[src/design/loki_pkg.sv]
package loki_pkg;

  localparam logic [24:0] S1_GEN = 25'h0002911;
  localparam logic [20:0] S2_GEN = 21'h000AA7;
  localparam logic [63:0] DELTA_WORD = 64'h9E3779B97F4A7C15;
  localparam logic [12:0] S1_MASK = 13'h1FFF;
  localparam logic [10:0] S2_MASK = 11'h7FF;

  localparam logic [2:0] CFG_KEY_A = 3'd0;
  localparam logic [2:0] CFG_KEY_B = 3'd1;
  localparam logic [2:0] CFG_KEY_C = 3'd2;
  localparam logic [2:0] CFG_KEY_D = 3'd3;
  localparam logic [2:0] CFG_KEY_SIZE = 3'd4;
  localparam logic [2:0] CFG_MODE = 3'd5;
  localparam logic [2:0] CFG_IV_LEFT = 3'd6;
  localparam logic [2:0] CFG_IV_RIGHT = 3'd7;

  localparam logic [1:0] KEY_128 = 2'd0;
  localparam logic [1:0] KEY_192 = 2'd1;
  localparam logic [1:0] KEY_256 = 2'd2;

  localparam logic [2:0] MODE_ECB_ENC = 3'd0;
  localparam logic [2:0] MODE_ECB_DEC = 3'd1;
  localparam logic [2:0] MODE_CBC_ENC = 3'd2;
  localparam logic [2:0] MODE_CBC_DEC = 3'd3;
  localparam logic [2:0] MODE_CFB_ENC = 3'd4;
  localparam logic [2:0] MODE_CFB_DEC = 3'd5;
  localparam logic [2:0] MODE_RSVD_6 = 3'd6;
  localparam logic [2:0] MODE_RSVD_7 = 3'd7;

  typedef enum logic [3:0] {
    ST_IDLE,
    ST_PRE_E,
    ST_PRE_F,
    ST_KS_ADD,
    ST_KS_E,
    ST_KS_F,
    ST_BK_RD,
    ST_BK_ADD,
    ST_BK_E,
    ST_BK_F,
    ST_FIN
  } state_t;

  function automatic logic [12:0] gf13_mul(logic [12:0] a, logic [12:0] b);
    logic [24:0] p;
    p = '0;
    for (int i = 0; i < 13; i++) begin
      if (b[i]) p = p ^ ({12'b0, a} << i);
    end
    for (int i = 24; i >= 13; i--) begin
      if (p[i]) p = p ^ (S1_GEN << (i - 13));
    end
    return p[12:0];
  endfunction

  function automatic logic [10:0] gf11_mul(logic [10:0] a, logic [10:0] b);
    logic [20:0] p;
    p = '0;
    for (int i = 0; i < 11; i++) begin
      if (b[i]) p = p ^ ({10'b0, a} << i);
    end
    for (int i = 20; i >= 11; i--) begin
      if (p[i]) p = p ^ (S2_GEN << (i - 11));
    end
    return p[10:0];
  endfunction

  function automatic logic [7:0] sbox1(logic [12:0] x);
    logic [12:0] a;
    logic [12:0] c;
    a = x ^ S1_MASK;
    c = gf13_mul(a, gf13_mul(a, a));
    return c[7:0];
  endfunction

  function automatic logic [7:0] sbox2(logic [10:0] x);
    logic [10:0] a;
    logic [10:0] c;
    a = x ^ S2_MASK;
    c = gf11_mul(a, gf11_mul(a, a));
    return c[7:0];
  endfunction

  function automatic logic [63:0] perm(logic [7:0] x);
    logic [63:0] v;
    v = '0;
    for (int j = 0; j < 4; j++) begin
      v[7 + 8 * j] = x[j];
      v[39 + 8 * j] = x[j + 4];
    end
    return v;
  endfunction

endpackage

[src/design/loki_f_unit.sv]
module loki_f_unit
  import loki_pkg::*;
(
  input  logic        clk,
  input  logic [63:0] a,
  input  logic [63:0] b,
  output logic [63:0] f
);

  logic [31:0] al, ar, bl, br, dl, dr;
  logic [63:0] e;
  logic [63:0] e_r;
  logic [31:0] bl_r;
  logic [31:0] el, er;

  always_comb begin
    al = a[63:32];
    ar = a[31:0];
    bl = b[63:32];
    br = b[31:0];
    dl = (al & ~br) | (ar & br);
    dr = (ar & ~br) | (al & br);
    e = (perm(sbox1({dr[4:0], dl[31:24]})) >> 7)
      | (perm(sbox2(dl[26:16])) >> 6)
      | (perm(sbox1(dl[20:8])) >> 5)
      | (perm(sbox2(dl[10:0])) >> 4)
      | (perm(sbox2({dl[2:0], dr[31:24]})) >> 3)
      | (perm(sbox1(dr[28:16])) >> 2)
      | (perm(sbox2(dr[18:8])) >> 1)
      | perm(sbox1(dr[12:0]));
  end

  always_ff @(posedge clk) begin
    e_r <= e;
    bl_r <= bl;
  end

  always_comb begin
    el = e_r[63:32];
    er = e_r[31:0];
    f = {sbox2({bl_r[31:29], el[31:24]}), sbox2({bl_r[28:26], el[23:16]}),
         sbox1({bl_r[25:21], el[15:8]}), sbox1({bl_r[20:16], el[7:0]}),
         sbox2({bl_r[15:13], er[31:24]}), sbox2({bl_r[12:10], er[23:16]}),
         sbox1({bl_r[9:5], er[15:8]}), sbox1({bl_r[4:0], er[7:0]})};
  end

endmodule

[config.mk]
export PLATFORM = sky130hd
export DESIGN_NAME = loki_f_unit
export DESIGN_NICKNAME = d
export VERILOG_FILES = /design/src/design/loki_pkg.sv /design/src/design/loki_f_unit.sv
export SDC_FILE = /design/constraint.sdc
export NUM_CORES = 2
export LEC_CHECK = 0
export BUFFER_PORTS_ARGS = -buffer_cell sky130_fd_sc_hd__buf_2
export CELL_PAD_IN_SITES_DETAIL_PLACEMENT = 1
export CELL_PAD_IN_SITES_GLOBAL_PLACEMENT = 1
export CORE_ASPECT_RATIO = 0.75
export CORE_MARGIN = 2
export CORE_UTILIZATION = 35
export CTS_CLUSTER_SIZE = 25
export DETAILED_ROUTE_END_ITERATION = 16
export PLACE_DENSITY_LB_ADDON = 0.1
export SLEW_MARGIN = 30
export SYNTH_ARGS = -nofsm -noshare
export SYNTH_HDL_FRONTEND = slang
export SYNTH_SLANG_ARGS = --single-unit
[constraint.sdc]
create_clock -name clk -period 7.8 [get_ports clk]
set_input_delay 0.39 -clock clk [delete_from_list [all_inputs] [get_ports clk]]
set_output_delay 0.39 -clock clk [all_outputs]
set_load 0.03 [all_outputs]
==> out/metrics.cfg <==
[timing]
post-route-min-period_ps = 6010
hold_viol = 0
tightest_slew_ps = 1030
relSlewSlack = 0.312
setup_violations = 0
fin_setup_tns_ps = 0
grt_setup_unrepaired = false
timing.fmax_mhz = 166
setup_slack_ps = 1790
maxSlewViolCount = 0
post-route-period-util = 0.771

[clock_network]
clock_tree.buffer_depth = 2
htree_levels = 3
cts_sinks = 96
cts_made_buffers = 9
cts-root-buf = clkbuf_16
cts.reportedPaths.clkPinSlew_ps = 90
post_cts_buffers = 0
cts_resized = 0
cts_tree = yes

[finish]
nets = 5895
final_cell_mix = xnor2_1, nor2_1, nand2_1, o21ai_0, a21oi_1
syn2layout_area_growth_pct = 7.25
layout.cells.most_common = xnor2_1
drive_above_1_share = 0.0933
fillers = 14600

[routing]
wl_per_cell_um = 22.4
drc = 0
vias_per_cell = 5.74
totalWireLength_um = 163000
vias = 41700
ant_nets = 0
drtPass1Iterations = 6
drt_iter0_markers = 3000

[synthesis]
synth_cell_types = 84
yosys_warnings = 0
syn-mean-instance-area_um2 = 7.02
ys_seq_area_frac = 0.0467
yosys_most_used_dff = dfxtp_1
synth_top_area_frac = 0.270
synthCells = 5863
ys_ff_latch = 96
synth_area_leaders = xnor2_1, xnor3_1, nor2_1
syn-cell-area_um2 = 41200
synth_area_leader_cell = xnor2_1
syn-num-nets = 6028
synth_edf_count = 0
synth_async_sr_flop_share = 0

[worst_setup_path]
crit_path_start_kind = flip-flop
required_ps = 7410
critPathSlowestCell = dfxtp_1
path_cells = inv_2 > ha_1 > xnor3_1 > mux2i_1 > o22ai_1 > xnor3_1 > xor2_1 > xnor3_1 > xnor2_1 > xnor2_1 > xnor2_1 > buf_2
crit_fanout = 23
worstPathArrival_ps = 5620
endpoint_kind = primary output
cpPeakStageDelay_ps = 890
path_class = reg2out

[global_route]
grt_pass1_vias = 40900
grt_start_max_net_pins = 43
gr-total-overflow = 0
globalRouteTotalUtil = 0.266
grt_pass1_wl_um = 252000
antenna_found_initial = 3

[placement]
place_hpwl_um = 120000
dpl_worst_slack_ps = 1940
place.gp.congestion = 0.862
io_buffers = 192

[floorplanning]
ioPinCount = 193
core_um2 = 116000
dieHeight_um = 301
die-area_um2 = 120000
die_width_um = 400
initial_core_util = 0.354
num_rows = 108

[outcome]
status = completed

[hold_path]
hp-class = in2reg

[flow_run]
drv_cap = 0

-- cells by family after synthesis --
family	count (synthesis)	share of synthesized area
buffers and inverters	628	0.0578
flip-flops	96	0.0467
AO/OA/AOI/OAI	1455	0.220
AND/OR/NAND/NOR	1703	0.180
XOR/XNOR	1720	0.425
multiplexers	217	0.0576
adder cells (fa/ha/maj)	44	0.0129
-- final timing paths --
check | startpoint | to | slack (ps) | cells after the start
max | bl_r[28]$_DFF_P_ | f[53] | 1790 | 12
min | b[60] | bl_r[28]$_DFF_P_ | 30 | 1
-- per-layer routing --
metal  GRT usage  wire [um]  up-vias  part of all wire
met3      0.0413       9060       84             0.055
li1            -          -    20000                 -
met4      0.0576       3080        0             0.019
met1       0.392      81300    20800              0.50
met2       0.403      69800      899              0.43
met5           0          0        -                 0
-- registers in the layout, summed over array words and instances, names as in the netlist --
name	count
e_r	64
bl_r	32
-- layout make-up --
class | count | area, um2 | area share
repair buffers | 380 | 2430 | 0.0552
inverters | 104 | 390 | 0.00884
well taps | 1540 | 1930 | 0.0436
multi-input cells | 5139 | 37200 | 0.842
clock inverters | 6 | 50.0 | 0.00113
diodes | 3 | 7.51 | 0.000170
flip-flops and latches | 96 | 1930 | 0.0437
clock buffers | 10 | 229 | 0.00519
-- metrics by stage --
step / cells / area [um2] / util / hold WS, ps
2_1_floorplan: 5863 / 41200 / - / 418
4_1_cts: 7275 / 44100 / 0.379 / 0.0108
6_report: 7278 / 44100 / 0.380 / 34.3
3_5_place_dp: 7234 / 43500 / 0.375 / 494
3_3_place_gp: 7234 / 43500 / 0.375 / 492
5_1_grt: 7276 / 44100 / 0.380 / 11.1
-- synth_stat cells, drive strengths merged (37+ instances only) --
library cell / number
o211ai: 53
dfxtp: 96
a211oi: 52
inv: 88
a31oi: 48
clkbuf: 420
xnor3: 152
o22ai: 128
mux2i: 146
xor2: 277
o21ai: 410
buf: 104
a22oi: 58
mux2: 69
nor2b: 58
xnor2: 1272
nor3: 127
nand3: 135
nand2b: 46
nor2: 679
nand2: 511
o32ai: 37
a21oi: 394
-- what timing repair did --
item | in CTS | in global routing
hold endpoints to repair | 25 | 0
hold buffers | 25 | 0
setup endpoints to repair | 0 | 0
-- critical path, delay by kind of cell, from the launching register on --
family	cells	cell delay, ps
adder cells (fa/ha/maj)	1	820
flip-flops	1	890
XOR/XNOR	7	2610
multiplexers	1	180
buffers and inverters	2	470
AO/OA/AOI/OAI	1	170
Power is left out: the tool's default activity adds up to more than one toggle a clock period on the data nets, which glitch-free logic cannot reach.
